===== config.mk =====
export PLATFORM = sky130hd
export DESIGN_NAME = pcpa_super_pool
export DESIGN_NICKNAME = d
export VERILOG_FILES = /design/src/rtl/pcpa_pkg.sv /design/src/rtl/pcpa_super_pool.sv
export SDC_FILE = /design/constraint.sdc
export NUM_CORES = 1
export LEC_CHECK = 0
export BUFFER_PORTS_ARGS = -buffer_cell sky130_fd_sc_hd__buf_2
export CAP_MARGIN = 20
export CORE_UTILIZATION = 59
export CTS_CLUSTER_SIZE = 28
export DETAILED_ROUTE_END_ITERATION = 6
export PLACE_DENSITY = 0.9
export SLEW_MARGIN = 20
export SYNTH_ARGS = -nofsm -noshare
export SYNTH_HDL_FRONTEND = slang
export SYNTH_SLANG_ARGS = --single-unit

===== constraint.sdc =====
create_clock -name aclk -period 9.1 [get_ports aclk]
set_clock_uncertainty 0.05 [all_clocks]
set_input_delay 0.91 -clock aclk [delete_from_list [all_inputs] [get_ports aclk]]
set_output_delay 0.91 -clock aclk [all_outputs]
set_load 0.02 [all_outputs]

===== src/rtl/pcpa_pkg.sv =====
// Shared constants, types and helpers of the per-CPU page and superpage allocator.
package pcpa_pkg;

    // Default sizes
    localparam int PCPA_NUM_CPUS  = 8;
    localparam int PCPA_NUM_PAGES = 32768;
    localparam int PCPA_NUM_SUPER = 16;

    // Block sizes (powers of two)
    localparam longint PAGE_BYTES  = 4096;
    localparam longint SUPER_BYTES = 2097152;
    localparam int     PAGE_SH     = $clog2(PAGE_BYTES);
    localparam int     SUPER_SH    = $clog2(SUPER_BYTES);

    // Pool end is kept wide enough to never wrap
    localparam int POOL_W = 40;

    // Request kinds
    localparam logic [1:0] REQ_PAGE_ALLOC  = 2'd0;
    localparam logic [1:0] REQ_PAGE_FREE   = 2'd1;
    localparam logic [1:0] REQ_SUPER_ALLOC = 2'd2;
    localparam logic [1:0] REQ_SUPER_FREE  = 2'd3;

    // Status codes
    localparam logic [2:0] ST_OK       = 3'd0;
    localparam logic [2:0] ST_NONE     = 3'd1;
    localparam logic [2:0] ST_BAD_PAGE = 3'd2;
    localparam logic [2:0] ST_IN_POOL  = 3'd3;
    localparam logic [2:0] ST_INACTIVE = 3'd4;
    localparam logic [2:0] ST_OUT_POOL = 3'd5;
    localparam logic [2:0] ST_MISALIGN = 3'd6;
    localparam logic [2:0] ST_DOUBLE   = 3'd7;

    // Configuration register indexes
    localparam logic [2:0] CFG_MEM_BASE     = 3'd0;
    localparam logic [2:0] CFG_KERNEL_END   = 3'd1;
    localparam logic [2:0] CFG_PHYS_TOP     = 3'd2;
    localparam logic [2:0] CFG_SUPER_START  = 3'd3;
    localparam logic [2:0] CFG_SUPER_ACTIVE = 3'd4;

    // Superpage pool answer for the current item
    typedef struct packed {
        logic [2:0]  status;
        logic [31:0] addr;
    } pcpa_sup_res_t;

    // CPU number folded into range by repeated subtraction (3-bit value)
    function automatic logic [2:0] cpu_fold(input logic [2:0] c, input int n);
        logic [2:0] v;
        v = c;
        for (int k = 0; k < 8; k++) begin
            if (int'(v) >= n) begin
                v = 3'(int'(v) - n);
            end
        end
        return v;
    endfunction

endpackage


===== src/rtl/pcpa_super_pool.sv =====
// Superpage pool: used bits, lowest-free search and free checks.
module pcpa_super_pool
    import pcpa_pkg::*;
#(
    parameter int NUM_SUPER = PCPA_NUM_SUPER
) (
    input  logic              aclk,
    input  logic              aresetn,
    input  logic [31:0]       super_start,
    input  logic              super_active,
    input  logic [POOL_W-1:0] pool_end,
    input  logic              is_free,
    input  logic [31:0]       addr,
    input  logic              commit,
    output pcpa_sup_res_t     res
);

    localparam int SUP_W = (NUM_SUPER > 1) ? $clog2(NUM_SUPER) : 1;

    logic [NUM_SUPER-1:0] used_reg;
    logic [NUM_SUPER-1:0] used_next;

    logic             free_found;
    logic [SUP_W-1:0] free_idx;
    logic [31:0]      off;
    logic [31:0]      blk;
    logic             out_pool;
    logic             misalign;
    logic             not_used;
    logic [2:0]       alloc_st;
    logic [2:0]       free_st;

    // lowest free block
    always_comb begin
        free_found = 1'b0;
        free_idx   = '0;
        for (int i = 0; i < NUM_SUPER; i++) begin
            if (!free_found && !used_reg[i]) begin
                free_found = 1'b1;
                free_idx   = SUP_W'(i);
            end
        end
    end

    // free checks, in priority order
    assign off      = addr - super_start;
    assign blk      = off >> SUPER_SH;
    assign out_pool = (addr < super_start) || (POOL_W'(addr) >= pool_end);
    assign misalign = |off[SUPER_SH-1:0];
    assign not_used = (blk >= 32'(NUM_SUPER)) || !used_reg[blk[SUP_W-1:0]];

    always_comb begin
        if (!super_active) begin
            alloc_st = ST_INACTIVE;
        end else if (!free_found) begin
            alloc_st = ST_NONE;
        end else begin
            alloc_st = ST_OK;
        end

        if (!super_active) begin
            free_st = ST_INACTIVE;
        end else if (out_pool) begin
            free_st = ST_OUT_POOL;
        end else if (misalign) begin
            free_st = ST_MISALIGN;
        end else if (not_used) begin
            free_st = ST_DOUBLE;
        end else begin
            free_st = ST_OK;
        end
    end

    // answer for the current item
    always_comb begin
        res.status = is_free ? free_st : alloc_st;
        res.addr   = '0;
        if (!is_free && alloc_st == ST_OK) begin
            res.addr = super_start + (32'(free_idx) << SUPER_SH);
        end
    end

    // used bit update on commit
    always_comb begin
        used_next = used_reg;
        if (commit && is_free && free_st == ST_OK) begin
            used_next[blk[SUP_W-1:0]] = 1'b0;
        end else if (commit && !is_free && alloc_st == ST_OK) begin
            used_next[free_idx] = 1'b1;
        end
    end

    always_ff @(posedge aclk) begin
        if (!aresetn) begin
            used_reg <= '0;
        end else begin
            used_reg <= used_next;
        end
    end

endmodule


==> flow_metrics.env, run 1 <==
export IMPL_n_antenna_cell=0
export IMPL_grt_max_degree=31
export IMPL_fin_nets=1013
export IMPL_track_usage_pct=33.3
export IMPL_syn_num_nets=892
export IMPL_fmax_ghz=0.175
export IMPL_ys_ff_latch=16
export IMPL_port_buffers=143
export IMPL_rsz0062_at_grt="no"
export IMPL_gp_congestion=0.996
export IMPL_hold_buffers=0
export IMPL_wl_met2_um=6690
export IMPL_cts_tree="yes"
export IMPL_synthMuxAreaShare_pct=3.18
export IMPL_fp_dieW_um=92.6
export IMPL_io_pins=144
export IMPL_post_cts_setup_buffers=0
export IMPL_period_share_pct=62.8
export IMPL_synth_compound_area_share_pct=30.7
export IMPL_critPathSlowestCell="mux4_2"
export IMPL_start_util_pct=61.7
export IMPL_cts_sinks=16
export IMPL_die_height_um=92.6
export IMPL_firstDrtPassIters=5
export IMPL_p_leak_nw=2.68
export IMPL_synth_top_family_by_area="compound AO/OA/AOI/OAI gates"
export IMPL_synth_simple_gate_area_share_pct=28.7
export IMPL_ir_drop_mv=0.0963
export IMPL_period_needed_ns=5.72
export IMPL_tns_ns=0
export IMPL_relSlewSlack_pct=44.4
export IMPL_setup_viol=0
export IMPL_clk_path_buf_depth=2
export IMPL_hold_viol_final=0
export IMPL_max_cap_violations=0
export IMPL_cpPeakStageDelay_ns=0.58
export IMPL_grt_pass1_vias=5417
export IMPL_synth_edf_count=0
export IMPL_cts_resized=0
export IMPL_crit_type="in2out"
export IMPL_grt_pass1_wl_um=23700
export IMPL_synth_seq_area_share_pct=6.62
export IMPL_hp_class="reg2reg"
export IMPL_powerDensity_nw_per_um2=73.0
export IMPL_die_area_um2=8570
export IMPL_dr_wl_met3_um=1130
export IMPL_async_flop_share_pct=0
export IMPL_ant_nets=0
export IMPL_syn_inst=713
export IMPL_hpwl_um=12000
export IMPL_critPathMaxFanout=12
export IMPL_drtIter0Drc=436
export IMPL_worst_setup_path_end_kind="output port"
export IMPL_ys_warnings_count=0
export IMPL_routed_wl_um=14400
export IMPL_clock_latency_ns=0.25
export IMPL_post_drt_wl_per_cell_um=15.4
export IMPL_cp_start_kind="input port"
export IMPL_synthAdderAreaFrac_pct=18.4
export IMPL_clkTransAtPathRegs_ns=0.06
export IMPL_finalMaxSlewViolations=0
export IMPL_mostFrequentLayoutCells="buf_2, inv_1, nand2_1, nor2_1, ha_1"
export IMPL_fill_cells=682
export IMPL_viasPerCell=6.23
export IMPL_rows=32
export IMPL_synth_flop_cell="dfxtp_1"
export IMPL_antenna_found_initial=0
export IMPL_largest_reg_flops=16
export IMPL_final_common_cell="buf_2"
export IMPL_synthXorXnorAreaFrac_pct=3.39
export IMPL_coreArea_um2=7850
export IMPL_via_count=5818
export IMPL_drc=0
export IMPL_cp_common_cell="a211oi_2"
export IMPL_drive_above_1_share_pct=22.1
export IMPL_htree_levels=1
export IMPL_outcome="complete, no violations"
export IMPL_drt_met1_wl_um=6280
export IMPL_worst_slew_pin_slew_ns=0.822
export IMPL_area_delta_synth_final_pct=15.7
export IMPL_ys_types=82
export IMPL_crit_chain="buf_2 -> ha_1 -> fa_1 -> nand2b_1 -> a211oi_2 -> o21ai_2 -> a211oi_2 -> nor2_2 -> xnor2_2 -> mux4_2 -> mux2i_1 -> a211oi_2 -> a41oi_1 -> buf_2"
export IMPL_crit_required_ns=8.14
export IMPL_p_total_mw=0.409
export IMPL_numCtsBuffers=3
export IMPL_clockRootBuffer="clkbuf_8"
export IMPL_holdWs_ns=0.472
export IMPL_avgSynthCellArea_um2=6.79
export IMPL_postLayoutCoreUtil_pct=71.3
export IMPL_routed_top_layer="met4"
export IMPL_synthesis_area_um2=4840
export IMPL_arrival_ns=4.76
export IMPL_grt_overflow=0
power breakdown:
part	leakage, nW	internal [mW]	total [mW]	switching, mW
Clock	0.0216	0.0293	0.0528	0.0235
Combinational	2.53	0.113	0.285	0.172
Sequential	0.129	0.0703	0.0709	0.000522
Total	2.68	0.212	0.409	0.196
per-stage QoR:
step           setup slack [ns]  instances  cell area (µm²)
2_1_floorplan              4.05        713             4840
3_3_place_gp               3.58        931             5550
3_5_place_dp               3.38        931             5550
4_1_cts                    3.37        934             5590
5_1_grt                    3.15        934             5600
6_report                   3.38        934             5600
routing by layer:
layer,GRT usage [%],up-vias
met1,44.3,2647
met4,9.77,0
met5,0,-
li1,-,2843
met3,2.55,30
met2,57.0,298
logic make-up after synthesis:
kind of cell | after synthesis
AOI/OAI and AO/OA | 215
xor gates and xnor gates | 17
adders and majority gates | 70
buffers and inverters | 106
DFF | 16
muxes | 9
and+or+nand+nor | 280
worst paths after layout:
kind                  startpoint            to  slack [ns]  cells after the start
hold reg to reg      used_reg[3]   used_reg[3]        0.47                      2
hold / removal       used_reg[3]   used_reg[3]        0.47                      2
setup / recovery  super_start[0]       res[34]        3.38                     14
setup reg to reg     used_reg[0]  used_reg[11]        5.99                     10
worst max-delay path: cells and delay by family:
kind / cells / cell delay [ns]
xor+xnor: 1 / 0.52
mux: 2 / 0.76
simple gates: 2 / 0.28
fa+ha+maj: 2 / 0.61
compound gates: 5 / 1.39
buf+inv: 2 / 0.29
area by class of cell:
cell class              count  area [µm²]  share of cell area [%]
clock buffers               3        41.3                   0.737
well taps                 102         128                    2.28
multi-input cells         591        4090                    73.1
repair buffers            144         723                    12.9
flip-flops and latches     16         320                    5.72
inverters                  78         293                    5.23
Yosys cell counts, types with 4 or more instances:
master,count,area (µm²)
inv_1,78,293
nand2_1,72,270
nor2_1,71,267
ha_1,68,851
a21oi_1,56,280
o21ai_0,42,210
nor3_1,27,135
nand4_1,24,150
nand3_1,20,100
dfxtp_1,16,320
clkbuf_1,14,52.6
a211oi_1,13,97.6
a21o_1,12,90.1
nor2b_1,12,75.1
or3_1,10,62.6
xnor2_1,10,87.6
a31oi_1,8,50.1
o21a_1,8,60.1
and2_1,7,43.8
buf_2,7,35.0
o211ai_1,7,52.6
nand2b_1,6,37.5
mux4_2,5,113
o2111ai_1,5,43.8
o21bai_1,5,37.5
xor2_1,5,43.8
a2111oi_0,4,35.0
a211oi_2,4,50.1
buf_4,4,30.0
nor3b_1,4,30.0
o21ai_1,4,20.0
o2bb2ai_1,4,35.0
(Power assumes the default switching activity.)
==> inputs of run 2 (changes only) <==
--- a/config.mk
+++ b/config.mk
@@ -7,10 +7,10 @@
 export LEC_CHECK = 0
 export BUFFER_PORTS_ARGS = -buffer_cell sky130_fd_sc_hd__buf_2
 export CAP_MARGIN = 20
-export CORE_UTILIZATION = 59
+export CORE_UTILIZATION = 49
 export CTS_CLUSTER_SIZE = 28
 export DETAILED_ROUTE_END_ITERATION = 6
-export PLACE_DENSITY = 0.9
+export PLACE_DENSITY = 0.79
 export SLEW_MARGIN = 20
 export SYNTH_ARGS = -nofsm -noshare
 export SYNTH_HDL_FRONTEND = slang
==> constraint.sdc (replaced) <==
create_clock -name aclk -period 4.95 [get_ports aclk]
set_clock_uncertainty 0.05 [all_clocks]
set_input_delay 0.495 -clock aclk [delete_from_list [all_inputs] [get_ports aclk]]
set_output_delay 0.495 -clock aclk [all_outputs]
set_load 0.02 [all_outputs]
==> run 2 against run 1 <==
Sequential cell count stayed put. Die area grew 20%. Power is 92% higher. Via count down 1.6%. Global-route usage down 3.9 points. Sequential share of layout area decreased by 0.10 points. Register-to-register slack got worse by 4.1 ns. Wire length rose by 6.7%. Highest routed layer unchanged.
==> flow_metrics.env, run 2 (synthesized netlist as in run 1, its figures left out) <==
export IMPL_ir_drop_mv=0.124
export IMPL_via_count=5725
export IMPL_critPathSlowestCell="mux4_2"
export IMPL_powerDensity_nw_per_um2=138
export IMPL_setup_viol=0
export IMPL_grt_pass1_wl_um=24500
export IMPL_crit_type="in2out"
export IMPL_routed_wl_um=15400
export IMPL_firstDrtPassIters=4
export IMPL_io_pins=144
export IMPL_numCtsBuffers=3
export IMPL_critPathMaxFanout=12
export IMPL_grt_pass1_vias=5315
export IMPL_post_cts_setup_buffers=0
export IMPL_cp_start_kind="input port"
export IMPL_period_needed_ns=4.59
export IMPL_drc=0
export IMPL_hpwl_um=12900
export IMPL_clock_latency_ns=0.26
export IMPL_hold_viol_final=0
export IMPL_max_cap_violations=0
export IMPL_htree_levels=1
export IMPL_track_usage_pct=29.3
export IMPL_n_antenna_cell=0
export IMPL_die_height_um=101
export IMPL_cts_sinks=16
export IMPL_drive_above_1_share_pct=22.8
export IMPL_viasPerCell=5.90
export IMPL_hold_buffers=0
export IMPL_area_delta_synth_final_pct=17.8
export IMPL_rows=35
export IMPL_fmax_ghz=0.218
export IMPL_cts_tree="yes"
export IMPL_start_util_pct=51.4
export IMPL_place_inst=966
export IMPL_finalMaxSlewViolations=0
export IMPL_cp_common_cell="a211oi_2"
export IMPL_p_leak_nw=2.73
export IMPL_outcome="complete, no violations"
export IMPL_grt_overflow=0
export IMPL_largest_reg_flops=16
export IMPL_coreArea_um2=9420
export IMPL_grt_max_degree=31
export IMPL_crit_required_ns=4.41
export IMPL_antenna_found_initial=0
export IMPL_gp_congestion=1.01
export IMPL_clkTransAtPathRegs_ns=0.07
export IMPL_clockRootBuffer="clkbuf_8"
export IMPL_die_area_um2=10300
export IMPL_tns_ns=0
export IMPL_worst_slew_pin_slew_ns=0.673
export IMPL_crit_chain="buf_2 -> inv_1 -> ha_1 -> fa_1 -> nand2b_1 -> a211oi_2 -> o21ai_2 -> a211oi_2 -> nor2_2 -> xnor2_2 -> mux4_2 -> mux2i_1 -> a211oi_2 -> a41oi_1 -> buf_2"
export IMPL_cpPeakStageDelay_ns=0.58
export IMPL_r2r_slack_ns=1.85
export IMPL_hp_class="reg2reg"
export IMPL_cts_resized=0
export IMPL_final_common_cell="buf_2"
export IMPL_post_drt_wl_per_cell_um=15.8
export IMPL_path_delay_family="compound AO/OA/AOI/OAI gates"
export IMPL_rsz0062_at_grt="no"
export IMPL_ant_nets=0
export IMPL_clk_path_buf_depth=2
export IMPL_final_cells=970
export IMPL_period_share_pct=92.8
export IMPL_arrival_ns=4.05
export IMPL_relSlewSlack_pct=54.9
export IMPL_fp_dieW_um=101
export IMPL_path_buf_inv=3
export IMPL_drtIter0Drc=311
export IMPL_port_buffers=143
export IMPL_fin_nets=1021
export IMPL_worst_setup_path_end_kind="output port"
export IMPL_mostFrequentLayoutCells="buf_2, inv_1, nand2_1, nor2_1, ha_1"
-- run 2: changes by cell type in the layout (fill, tap and decap cells not counted), sizes merged --
cell    before  now
buf        144  152
clkbuf       3    4
-- run 2: power by group --
group | total, mW | switching, mW | leakage [nW] | internal, mW
clock network | 0.120 | 0.0496 | 0.0288 | 0.0707
registers | 0.130 | 0.00104 | 0.129 | 0.129
logic | 0.535 | 0.323 | 2.57 | 0.212
-- run 2: final timing paths --
kind                                   from          end  cells after the start
worst max-delay path                addr[0]      res[34]                     15
worst min-delay path            used_reg[3]  used_reg[3]                      2
worst max register to register  used_reg[0]  used_reg[9]                     11
worst min register to register  used_reg[3]  used_reg[3]                      2
-- run 2: area by class of cell --
type                       count  area (µm²)
clock buffer                   4        55.1
fill                         916        3710
inverter                      78         293
multi-input combinational    591        4090
sequential                    16         320
tap                          129         161
timing repair buffer         152         783
-- run 2: routing by layer --
metal	routed length [µm]	vias to the layer above	track usage, %
met1	7060	2605	39.9
met3	866	25	1.79
li1	-	2865	-
met5	0	-	0
met2	7220	230	51.2
met4	219	0	6.02
-- run 2: per-stage QoR --
step / instance area, µm² / utilization (%) / total power [mW] / hold slack, ns / worst slack (ns)
after floorplan: 4840 / - / 0.506 / 0.410 / 0.725
after global placement: 5650 / 60.0 / 0.647 / 0.457 / 0.464
after detailed placement: 5650 / 60.0 / 0.657 / 0.456 / 0.369
after CTS: 5700 / 60.5 / 0.778 / 0.468 / 0.365
after global routing: 5700 / 60.5 / 0.847 / 0.498 / 0.0282
final: 5700 / 60.5 / 0.786 / 0.477 / 0.358
-- run 2: tightest hold or removal path, cell delays in order (launching register included) --
cell,delay (ns)
dfxtp_1,0.36
nand2_1,0.08
o21ai_1,0.05
